**src/rtl/stick_radial_deadzone_core_assert.svh**
```systemverilog
// Assertion macros for the stick radial dead zone core.
// Needs clk and rst_n in the scope where a macro is used.
`ifndef STICK_RADIAL_DEADZONE_CORE_ASSERT_SVH
`define STICK_RADIAL_DEADZONE_CORE_ASSERT_SVH
`ifndef NO_ASSERTIONS
`define SRDZ_ASSERT(lbl, prop) \
  lbl: assert property (@(posedge clk) disable iff (!rst_n) prop) \
    else $error("srdz assertion failed");
`define SRDZ_ASSERT_NR(lbl, prop) \
  lbl: assert property (@(posedge clk) prop) \
    else $error("srdz assertion failed");
`else
`define SRDZ_ASSERT(lbl, prop)
`define SRDZ_ASSERT_NR(lbl, prop)
`endif
`endif

```
**src/rtl/srdz_pkg.sv**
```systemverilog
// Shared types, constants and arithmetic helpers of the stick radial dead zone core.
// No dependencies.
package srdz_pkg;

  localparam int NUM_DEVICES       = 4;
  localparam int STICKS_PER_DEVICE = 4;
  localparam int ROWS              = NUM_DEVICES * STICKS_PER_DEVICE;
  localparam int ROW_W             = (ROWS > 1) ? $clog2(ROWS) : 1;
  localparam int QDEPTH            = 2;
  localparam int QPTR_W            = (QDEPTH > 1) ? $clog2(QDEPTH) : 1;
  localparam int QCNT_W            = $clog2(QDEPTH + 1);

  localparam logic [0:0]  CFG_INNER = 1'b0;
  localparam logic [0:0]  CFG_OUTER = 1'b1;
  localparam logic [15:0] ONE_Q15   = 16'h8000;
  localparam logic [15:0] INNER_RST = 16'h0000;
  localparam logic [15:0] OUTER_RST = 16'h8000;

  typedef struct packed {
    logic [1:0]  device_index;
    logic [1:0]  stick_index;
    logic        axis_index;
    logic        negative_dir;
    logic [14:0] axis_value;
  } in_item_t;

  typedef struct packed {
    logic [1:0]         out_device;
    logic [1:0]         out_stick;
    logic signed [15:0] clean_x;
    logic signed [15:0] clean_y;
  } out_item_t;

  typedef struct packed {
    logic [1:0]         dev;
    logic [1:0]         stk;
    logic               ok;
    logic signed [15:0] x;
    logic signed [15:0] y;
  } job_t;

  typedef struct packed {
    logic push;
    logic full;
  } q_wr_t;

  typedef enum logic {F_IDLE, F_MERGE} front_state_t;

  typedef enum logic [3:0] {
    B_IDLE, B_SQX, B_SQY, B_SQRT, B_CHK, B_SDIV, B_CMUL, B_CCHK, B_CDIV, B_DONE
  } back_state_t;

  typedef struct packed {
    logic [15:0] rem;
    logic        q;
  } div_step_t;

  // One restoring division step: shift in one numerator bit.
  function automatic div_step_t div_step(input logic [15:0] rem, input logic nbit,
                                         input logic [15:0] dvs);
    logic [16:0] t;
    div_step_t   res;
    t = {rem, nbit};
    if (t >= {1'b0, dvs}) begin
      res.rem = 16'(t - {1'b0, dvs});
      res.q   = 1'b1;
    end else begin
      res.rem = t[15:0];
      res.q   = 1'b0;
    end
    return res;
  endfunction

  // Apply sign and saturate a component magnitude to signed Q1.15.
  function automatic logic signed [15:0] sat_comp(input logic neg, input logic ovf,
                                                  input logic [15:0] q);
    logic signed [15:0] res;
    if (neg) begin
      if (ovf || q >= 16'h8000) res = 16'sh8000;
      else                      res = -$signed(q);
    end else begin
      if (ovf || q > 16'h7fff) res = 16'sh7fff;
      else                     res = $signed(q);
    end
    return res;
  endfunction

endpackage

```
**src/rtl/srdz_front.sv**
```systemverilog
// Front end: accepts axis events, updates the raw stick table and queues jobs.
// Depends on srdz_pkg.
module srdz_front (
  input  logic             clk,
  input  logic             rst_n,
  input  srdz_pkg::in_item_t in_item,
  input  logic             in_valid,
  output logic             in_stall,
  output srdz_pkg::job_t   job,
  output srdz_pkg::q_wr_t  qwr_o,
  input  logic             q_full
);
  import srdz_pkg::*;

  front_state_t state_r, state_nxt;
  in_item_t     item_r;
  logic [31:0]  mem [ROWS];
  logic [ROWS-1:0] row_vld_r;
  logic [31:0]  rd_row_r;
  logic         rd_vld_r;

  logic             accept;
  logic             in_ok, cur_ok;
  logic [ROW_W-1:0] in_addr, cur_addr;
  logic [31:0]      base_row, new_row;
  logic signed [15:0] v;
  logic             wr;

  assign accept  = in_valid && (state_r == F_IDLE);
  assign in_ok   = (int'(in_item.device_index) < NUM_DEVICES) &&
                   (int'(in_item.stick_index) < STICKS_PER_DEVICE);
  assign in_addr = ROW_W'(int'(in_item.device_index) * STICKS_PER_DEVICE +
                          int'(in_item.stick_index));
  assign cur_ok  = (int'(item_r.device_index) < NUM_DEVICES) &&
                   (int'(item_r.stick_index) < STICKS_PER_DEVICE);
  assign cur_addr = ROW_W'(int'(item_r.device_index) * STICKS_PER_DEVICE +
                           int'(item_r.stick_index));

  assign base_row = rd_vld_r ? rd_row_r : 32'h0;
  assign v = item_r.negative_dir ? -$signed({1'b0, item_r.axis_value})
                                 : $signed({1'b0, item_r.axis_value});
  // x lives in the upper half of a row, y in the lower
  assign new_row = item_r.axis_index ? {base_row[31:16], v} : {v, base_row[15:0]};
  assign wr      = qwr_o.push && cur_ok;

  assign job.dev = item_r.device_index;
  assign job.stk = item_r.stick_index;
  assign job.ok  = cur_ok;
  assign job.x   = $signed(new_row[31:16]);
  assign job.y   = $signed(new_row[15:0]);

  always_ff @(posedge clk) begin
    if (!rst_n) begin
      state_r   <= F_IDLE;
      row_vld_r <= '0;
      rd_vld_r  <= 1'b0;
    end else begin
      state_r <= state_nxt;
      if (accept) rd_vld_r <= in_ok && row_vld_r[in_addr];
      if (wr) row_vld_r[cur_addr] <= 1'b1;
    end
  end

  always_ff @(posedge clk) begin
    if (accept) begin
      item_r   <= in_item;
      rd_row_r <= mem[in_addr];
    end
    if (wr) mem[cur_addr] <= new_row;
  end

  always_comb begin
    state_nxt   = state_r;
    qwr_o.push  = 1'b0;
    qwr_o.full  = q_full;
    in_stall    = 1'b1;
    case (state_r)
      F_IDLE: begin
        in_stall = 1'b0;
        if (in_valid) state_nxt = F_MERGE;
      end
      F_MERGE: begin
        // hold the merged row until the queue has room
        if (!q_full) begin
          qwr_o.push = 1'b1;
          state_nxt  = F_IDLE;
        end
      end
      default: state_nxt = F_IDLE;
    endcase
  end

endmodule

```
**src/rtl/srdz_queue.sv**
```systemverilog
// Short job queue between the front end and the back end.
// Depends on srdz_pkg.
module srdz_queue (
  input  logic            clk,
  input  logic            rst_n,
  input  srdz_pkg::q_wr_t qwr_i,
  input  srdz_pkg::job_t  din,
  output logic            full,
  input  logic            pop,
  output srdz_pkg::job_t  dout,
  output logic            empty
);
  import srdz_pkg::*;

  job_t              slot_r [QDEPTH];
  logic [QPTR_W-1:0] wr_ptr_r, rd_ptr_r;
  logic [QCNT_W-1:0] cnt_r;
  logic              do_push, do_pop;

  assign full    = (cnt_r == QCNT_W'(QDEPTH));
  assign empty   = (cnt_r == '0);
  assign dout    = slot_r[rd_ptr_r];
  assign do_push = qwr_i.push && !full;
  assign do_pop  = pop && !empty;

  always_ff @(posedge clk) begin
    if (!rst_n) begin
      wr_ptr_r <= '0;
      rd_ptr_r <= '0;
      cnt_r    <= '0;
    end else begin
      if (do_push)
        wr_ptr_r <= (wr_ptr_r == QPTR_W'(QDEPTH - 1)) ? '0 : wr_ptr_r + 1'b1;
      if (do_pop)
        rd_ptr_r <= (rd_ptr_r == QPTR_W'(QDEPTH - 1)) ? '0 : rd_ptr_r + 1'b1;
      if (do_push && !do_pop) cnt_r <= cnt_r + 1'b1;
      else if (do_pop && !do_push) cnt_r <= cnt_r - 1'b1;
    end
  end

  always_ff @(posedge clk) begin
    if (do_push) slot_r[wr_ptr_r] <= din;
  end

endmodule

```
**src/rtl/srdz_back.sv**
```systemverilog
// Back end: radius by iterative square root, dead zone rescale and per-axis
// rounding divide on one shared restoring divider. Depends on srdz_pkg.
`include "stick_radial_deadzone_core_assert.svh"
module srdz_back (
  input  logic                clk,
  input  logic                rst_n,
  input  srdz_pkg::job_t      q_dout,
  input  logic                q_empty,
  output logic                q_pop,
  input  logic [15:0]         inner,
  input  logic [15:0]         outer,
  output srdz_pkg::out_item_t out_item,
  output logic                out_valid,
  input  logic                out_stall
);
  import srdz_pkg::*;

  back_state_t state_r, state_nxt;
  job_t        job_r;
  logic [31:0] prod_r, val_r, n_r;
  logic [16:0] sq_rem_r;
  logic [15:0] root_r, r_r, dvs_r, rem_r, quo_r, lo_r, scale_r;
  logic [3:0]  cnt_r;
  logic        comp_r;
  logic signed [15:0] cx_r, cy_r;
  out_item_t   out_r;
  logic        out_valid_r;

  logic [15:0] ax, ay, a_sel, m_lo, m, d0, q_nxt;
  logic [31:0] sq_x, sq_y;
  logic [18:0] t19, trial19;
  logic        sq_ge, last, neg_sel, ovf, zero_out, out_free;
  div_step_t   ds;

  assign ax      = job_r.x[15] ? 16'(-job_r.x) : job_r.x;
  assign ay      = job_r.y[15] ? 16'(-job_r.y) : job_r.y;
  assign sq_x    = ax * ax;
  assign sq_y    = ay * ay;
  assign a_sel   = comp_r ? ay : ax;
  assign neg_sel = comp_r ? job_r.y[15] : job_r.x[15];
  assign last    = (cnt_r == 4'd15);

  assign t19     = {sq_rem_r, val_r[31:30]};
  assign trial19 = {1'b0, root_r, 2'b01};
  assign sq_ge   = (t19 >= trial19);

  assign ds      = div_step(rem_r, lo_r[15], dvs_r);
  assign q_nxt   = {quo_r[14:0], ds.q};

  assign m_lo     = (root_r < inner) ? inner : root_r;
  assign m        = (m_lo > outer) ? outer : m_lo;
  assign d0       = m - inner;
  assign zero_out = (root_r == 16'h0) || (outer <= inner);
  assign ovf      = (n_r[31:16] >= r_r);
  assign out_free = !out_valid_r || !out_stall;

  assign out_item  = out_r;
  assign out_valid = out_valid_r;

  always_ff @(posedge clk) begin
    if (!rst_n) state_r <= B_IDLE;
    else        state_r <= state_nxt;
  end

  always_comb begin
    state_nxt = state_r;
    q_pop     = 1'b0;
    case (state_r)
      B_IDLE: begin
        if (!q_empty) begin
          q_pop     = 1'b1;
          state_nxt = q_dout.ok ? B_SQX : B_DONE;
        end
      end
      B_SQX:  state_nxt = B_SQY;
      B_SQY:  state_nxt = B_SQRT;
      B_SQRT: if (last) state_nxt = B_CHK;
      B_CHK:  state_nxt = zero_out ? B_DONE : B_SDIV;
      B_SDIV: if (last) state_nxt = B_CMUL;
      B_CMUL: state_nxt = B_CCHK;
      B_CCHK: begin
        if (!ovf)        state_nxt = B_CDIV;
        else if (comp_r) state_nxt = B_DONE;
        else             state_nxt = B_CMUL;
      end
      B_CDIV: if (last) state_nxt = comp_r ? B_DONE : B_CMUL;
      B_DONE: if (out_free) state_nxt = B_IDLE;
      default: state_nxt = B_IDLE;
    endcase
  end

  always_ff @(posedge clk) begin
    if (!rst_n) begin
      out_valid_r <= 1'b0;
    end else if (state_r == B_DONE && out_free) begin
      out_valid_r <= 1'b1;
    end else if (!out_stall) begin
      out_valid_r <= 1'b0;
    end
  end

  always_ff @(posedge clk) begin
    case (state_r)
      B_IDLE: begin
        job_r  <= q_dout;
        comp_r <= 1'b0;
        cx_r   <= 16'sh0;
        cy_r   <= 16'sh0;
      end
      B_SQX: prod_r <= sq_x;
      B_SQY: begin
        val_r    <= prod_r + sq_y;
        sq_rem_r <= '0;
        root_r   <= '0;
        cnt_r    <= '0;
      end
      B_SQRT: begin
        sq_rem_r <= sq_ge ? 17'(t19 - trial19) : t19[16:0];
        root_r   <= {root_r[14:0], sq_ge};
        val_r    <= {val_r[29:0], 2'b00};
        cnt_r    <= cnt_r + 1'b1;
      end
      B_CHK: begin
        // numerator is d0 * 2^15, split into high and low halves
        r_r   <= root_r;
        dvs_r <= outer - inner;
        rem_r <= {1'b0, d0[15:1]};
        lo_r  <= {d0[0], 15'h0};
        quo_r <= '0;
        cnt_r <= '0;
      end
      B_SDIV: begin
        rem_r <= ds.rem;
        quo_r <= q_nxt;
        lo_r  <= {lo_r[14:0], 1'b0};
        cnt_r <= cnt_r + 1'b1;
        if (last) scale_r <= (q_nxt > ONE_Q15) ? ONE_Q15 : q_nxt;
      end
      B_CMUL: n_r <= 32'(a_sel) * 32'(scale_r) + 32'(r_r[15:1]);
      B_CCHK: begin
        dvs_r <= r_r;
        rem_r <= n_r[31:16];
        lo_r  <= n_r[15:0];
        quo_r <= '0;
        cnt_r <= '0;
        if (ovf) begin
          if (comp_r) cy_r <= sat_comp(neg_sel, 1'b1, 16'h0);
          else        cx_r <= sat_comp(neg_sel, 1'b1, 16'h0);
          comp_r <= 1'b1;
        end
      end
      B_CDIV: begin
        rem_r <= ds.rem;
        quo_r <= q_nxt;
        lo_r  <= {lo_r[14:0], 1'b0};
        cnt_r <= cnt_r + 1'b1;
        if (last) begin
          if (comp_r) cy_r <= sat_comp(neg_sel, 1'b0, q_nxt);
          else        cx_r <= sat_comp(neg_sel, 1'b0, q_nxt);
          comp_r <= 1'b1;
        end
      end
      B_DONE: begin
        if (out_free) begin
          out_r.out_device <= job_r.dev;
          out_r.out_stick  <= job_r.stk;
          out_r.clean_x    <= cx_r;
          out_r.clean_y    <= cy_r;
        end
      end
      default: ;
    endcase
  end

  `SRDZ_ASSERT(a_pop_idle, q_pop |-> (state_r == B_IDLE))
  `SRDZ_ASSERT(a_sqrt_run, (state_r == B_SQRT && !last) |=> (state_r == B_SQRT))
  `SRDZ_ASSERT(a_scale_max, (state_r == B_CMUL) |-> (scale_r <= ONE_Q15))
  `SRDZ_ASSERT_NR(a_reset_idle, !rst_n |=> (state_r == B_IDLE && !out_valid_r))

endmodule

```
**src/rtl/stick_radial_deadzone_core.sv**
```systemverilog
// Stick radial dead zone core.
// Input channel in_item/in_valid/in_stall carries one stick axis event per beat.
// Output channel out_item/out_valid/out_stall returns one cleaned (x, y) per event,
// in order. Config channel cfg_valid/cfg_ready/cfg_index/cfg_data writes the
// inner (index 0) and outer (index 1) dead zone radii, Q1.15; cfg_ready is always high.
// The front end takes an event, updates the raw stick table and queues a job; it takes
// no new event until that job is queued. The back end works one job at a time:
// a 16-step square root, a 16-step scale divide and two component divides on the
// shared divider; a saturated component skips its divide, and a zero result skips
// all divides.
// Throughput is set by the back end, which pops no new job until its result is registered.
// Reset clears the raw stick table (per-row valid bits), sets inner to 0 and
// outer to 1.0, and empties the queue and output register.
// While out_stall is high the result holds; the back end parks its next result
// and the two-entry queue and front end keep accepting until they fill up.
// Depends on srdz_pkg, srdz_front, srdz_queue, srdz_back.
module stick_radial_deadzone_core (
  input  logic                clk,
  input  logic                rst_n,
  input  srdz_pkg::in_item_t  in_item,
  input  logic                in_valid,
  output logic                in_stall,
  output srdz_pkg::out_item_t out_item,
  output logic                out_valid,
  input  logic                out_stall,
  input  logic                cfg_valid,
  output logic                cfg_ready,
  input  logic [0:0]          cfg_index,
  input  logic [15:0]         cfg_data
);
  import srdz_pkg::*;

  logic [15:0] inner_r, outer_r;
  job_t        f_job, q_job;
  q_wr_t       qwr;
  logic        q_full, q_empty, q_pop;

  assign cfg_ready = 1'b1;

  always_ff @(posedge clk) begin
    if (!rst_n) begin
      inner_r <= INNER_RST;
      outer_r <= OUTER_RST;
    end else if (cfg_valid) begin
      case (cfg_index)
        CFG_INNER: inner_r <= cfg_data;
        CFG_OUTER: outer_r <= cfg_data;
        default: ;
      endcase
    end
  end

  srdz_front u_front (
    .clk      (clk),
    .rst_n    (rst_n),
    .in_item  (in_item),
    .in_valid (in_valid),
    .in_stall (in_stall),
    .job      (f_job),
    .qwr_o    (qwr),
    .q_full   (q_full)
  );

  srdz_queue u_queue (
    .clk   (clk),
    .rst_n (rst_n),
    .qwr_i (qwr),
    .din   (f_job),
    .full  (q_full),
    .pop   (q_pop),
    .dout  (q_job),
    .empty (q_empty)
  );

  srdz_back u_back (
    .clk       (clk),
    .rst_n     (rst_n),
    .q_dout    (q_job),
    .q_empty   (q_empty),
    .q_pop     (q_pop),
    .inner     (inner_r),
    .outer     (outer_r),
    .out_item  (out_item),
    .out_valid (out_valid),
    .out_stall (out_stall)
  );

endmodule

```
**config.mk**
```make
export PLATFORM = sky130hd
export DESIGN_NAME = stick_radial_deadzone_core
export DESIGN_NICKNAME = d
export VERILOG_FILES = /design/src/rtl/srdz_pkg.sv /design/src/rtl/srdz_front.sv /design/src/rtl/srdz_queue.sv /design/src/rtl/srdz_back.sv /design/src/rtl/stick_radial_deadzone_core.sv
export VERILOG_INCLUDE_DIRS = /design/src /design/src/rtl
export SDC_FILE = /design/constraint.sdc
export NUM_CORES = 2
export LEC_CHECK = 0
export BUFFER_PORTS_ARGS = -buffer_cell sky130_fd_sc_hd__buf_2
export CORE_UTILIZATION = 45
export CTS_CLUSTER_DIAMETER = 150
export DETAILED_ROUTE_END_ITERATION = 12
export PLACE_DENSITY = 0.6
export SLEW_MARGIN = 20
export SYNTH_ARGS = -nofsm -noshare
export SYNTH_HDL_FRONTEND = slang
export SYNTH_SLANG_ARGS = --single-unit
```
**constraint.sdc**
```tcl
create_clock -name clk -period 10.9 [get_ports clk]
set_input_delay 1.09 -clock clk [delete_from_list [all_inputs] [get_ports clk]]
set_output_delay 1.09 -clock clk [all_outputs]
set_load 0.05 [all_outputs]
```
==> summary.txt <==
Clock tree
  – Maximum root-to-sink buffer count: 3
  – Post-CTS Repair Setup Buffers: 0
  – CTS Buf Count: 107
  – Clock sinks: 1028
  – Skew-Pair Late Insertion Delay: 0.74 ns
  – Hold-fix buffers, CTS: 0
  – Reg clk slew, reported paths: 0.07 ns
  – Post-CTS resize count: 0
  – Root Buffer: clkbuf_16
  – CTS tree: done
  – H-tree depth: 3

Logic synthesis
  – Async SR Flop Fraction: 0
  – Top cells by area, synth: edfxtp_1 43%, fa_1 17%, ha_1 7.7%
  – Syn. warnings: 0
  – Yosys reg bits: 1028
  – Most used DFF post-synth: edfxtp_1
  – Yosys cell types: 84
  – Synth Instances: 5556
  – Synthesized area per cell: 12.2 sq um
  – Post-synth EDFFs: 969
  – Synth top area share: 0.430
  – Cell Area, Synth: 67600 sq um
  – Seq/Total Area, Yosys: 0.448
  – Synth area leader: edfxtp_1

Setup path
  – CP arrival: 9.79 ns
  – Crit. End Element: flop
  – CP Launch Type: flop
  – Crit-path max cell delay: 0.78 ns
  – CP top delay family: adder cells
  – Most Frequent Cell on Critical Path: fa_1
  – CP Buf/Inv Count: 5
  – Worst Path Max Fanout: 16
  – Required time worst endpoint: 11.34 ns
  – Setup CP Type: reg -> reg
  – Crit path max-delay cell type: xor2_1

Routing
  – Initial DRT Pass Iterations: 6
  – Wire per inst: 21.2 um
  – Routed Antenna Nets: 0
  – Via density: 5.38
  – DR iter-0 viols: 3081
  – Via count: 41900
  – DRC violations left: 0
  – WL final: 165000 um

Floorplan
  – Die footprint: 152000 sq um
  – Die width: 390 um
  – Chip Height: 390 um
  – I/O pins: 82
  – Core Box Area: 148000 sq um
  – Initial cell density of the core: 0.456
  – FP Rows: 141

Run status
  – Status: complete, no violations

Global route
  – First-pass GRT wire length: 256000 um
  – Largest net degree at the start of global routing: 91
  – Initial antenna violation count: 6
  – Vias in the first global route: 43400
  – Global route total overflow: 0
  – Total Routing Usage GR: 0.222

Layout
  – Area growth, synth to finish: 10.2%
  – Non-Filler Instances: 7782
  – Proportion of layout cells with a drive suffix above 1: 0.108
  – Nets@finish: 6718

STA
  – Worst-Margin Slew: 1.09 ns
  – RSZ-0062 raised after global routing: no
  – Max-slew violation count: 0
  – Post-route minimum period: 9.35 ns
  – Clock Skews: 0.0687 ns
  – Setup violators final: 0
  – Final worst-path cycle share: 0.858
  – Final setup TNS: 0 ns
  – Max_slew headroom: 0.270
  – Final Hold Fails: 0
  – Fmax: 0.107 GHz

Flow run
  – Total of max-cap violations: 0

Placed design
  – Dpl hpwl: 117000 um
  – Cell Count Post-Placement: 7577
  – PortBufs: 80
  – GPL Wtd Cong: 0.928

Hold path
  – Hold WC Path Type: reg -> reg
[cells in the final DEF (no fill, tap or decap), types with 15 or more instances in the layout]
cell	count
edfxtp_1	969
inv_1	955
fa_1	569
nand2_1	494
ha_1	418
nor2_1	334
a21oi_1	189
mux4_2	165
o21ai_0	148
and2_1	136
clkbuf_16	107
xnor2_1	103
buf_4	93
xor2_1	77
buf_2	77
a21o_1	60
dfxtp_1	58
o21a_1	52
nor2b_1	51
a21boi_0	43
nor3_1	40
mux2_2	39
mux2i_1	37
nand3_1	34
nand2b_1	32
clkinv_1	28
a211oi_1	25
o31ai_1	24
conb_1	24
clkbuf_1	24
and3_1	21
or3_1	20
nand4_1	18
clkinv_2	17
nor2_4	16
a31oi_1	15
[per-stage QoR]
| step | area (sq um) | hold WS (ns) | utilization | setup slack, ns |
|---|---|---|---|---|
| floorplan | 67700 | 0.400 | - | 2.69 |
| global placement | 70900 | 0.402 | 0.478 | 1.65 |
| detailed placement | 70900 | 0.405 | 0.478 | 1.66 |
| CTS | 74400 | 0.398 | 0.502 | 1.59 |
| global route | 74600 | 0.411 | 0.503 | 1.08 |
| finish | 74600 | 0.395 | 0.503 | 1.55 |
[kinds of logic after synthesis]
| kind of cell | Yosys count | share of synthesized area |
|---|---|---|
| simple gates | 1261 | 0.0851 |
| flops | 1028 | 0.448 |
| compound gates | 703 | 0.0659 |
| xor+xnor | 183 | 0.0239 |
| buf+inv | 1149 | 0.0643 |
| fa+ha+maj | 987 | 0.246 |
| mux | 243 | 0.0672 |
| other cells | 2 | 0.000111 |
[path summary, 6_finish.rpt]
| path | startpoint | to | slack [ns] | cells after the start |
|---|---|---|---|---|
| max | u_back.job_r[0] | u_back.n_r[31] | 1.55 | 27 |
| min reg2reg | u_back.cx_r[12] | u_back.out_item[28] | 0.39 | 0 |
| min | u_back.cx_r[12] | u_back.out_item[28] | 0.39 | 0 |
| max reg2reg | u_back.job_r[0] | u_back.n_r[31] | 1.55 | 27 |
[sequential cells by signal, summed over array words and instances (netlist names), 17 cells and up]
| signal | cells |
|---|---|
| u_back.n_r | 32 |
| u_front.mem | 512 |
| u_back.out_item | 36 |
| u_back.prod_r | 31 |
| u_back.sq_rem_r | 17 |
| u_front.item_r | 17 |
| u_back.val_r | 32 |
| u_queue.slot_r | 72 |
| u_front.rd_row_r | 32 |
| u_back.job_r | 36 |
[cell usage after synthesis, drive strengths merged, types with 12 or more instances]
library cell and number:
a31oi 15, nor3 47, nor2 351, o21bai 14, a21boi 46, mux2i 39, dfxtp 59, a21o 60
and2 137, xnor2 105, o21a 52, inv 963, nand4 18, o21ai 174, fa 569, buf 32
or3 21, and3 21, o31ai 24, mux4 165, ha 418, a211oi 25, clkbuf 143, mux2 39
nand2 497, edfxtp 969, nor4 12, nor2b 53, a22o 14, a21oi 192, nand3 34, nand2b 32
a22oi 13, xor2 78
[layout make-up]
type	instances	area, sq um
inverters	974	3660
repair buffers	176	1200
fillers	12900	73800
multi-input cells	3401	33400
clock buffers	137	2850
diodes	1	2.50
clock inverters	63	701
flip-flops and latches	1028	30300
well taps	2002	2500
[metal layers]
| metal | track usage | up-vias | share of wire |
|---|---|---|---|
| li1 | - | 19100 | - |
| met2 | 0.372 | 1189 | 0.49 |
| met4 | 0.0681 | 0 | 0.030 |
| met3 | 0.0290 | 248 | 0.057 |
| met5 | 0 | - | 0 |
| met1 | 0.300 | 21300 | 0.43 |
Power is not shown: default switching activity piles up to over one toggle a cycle in this logic, so the estimate is an artifact.
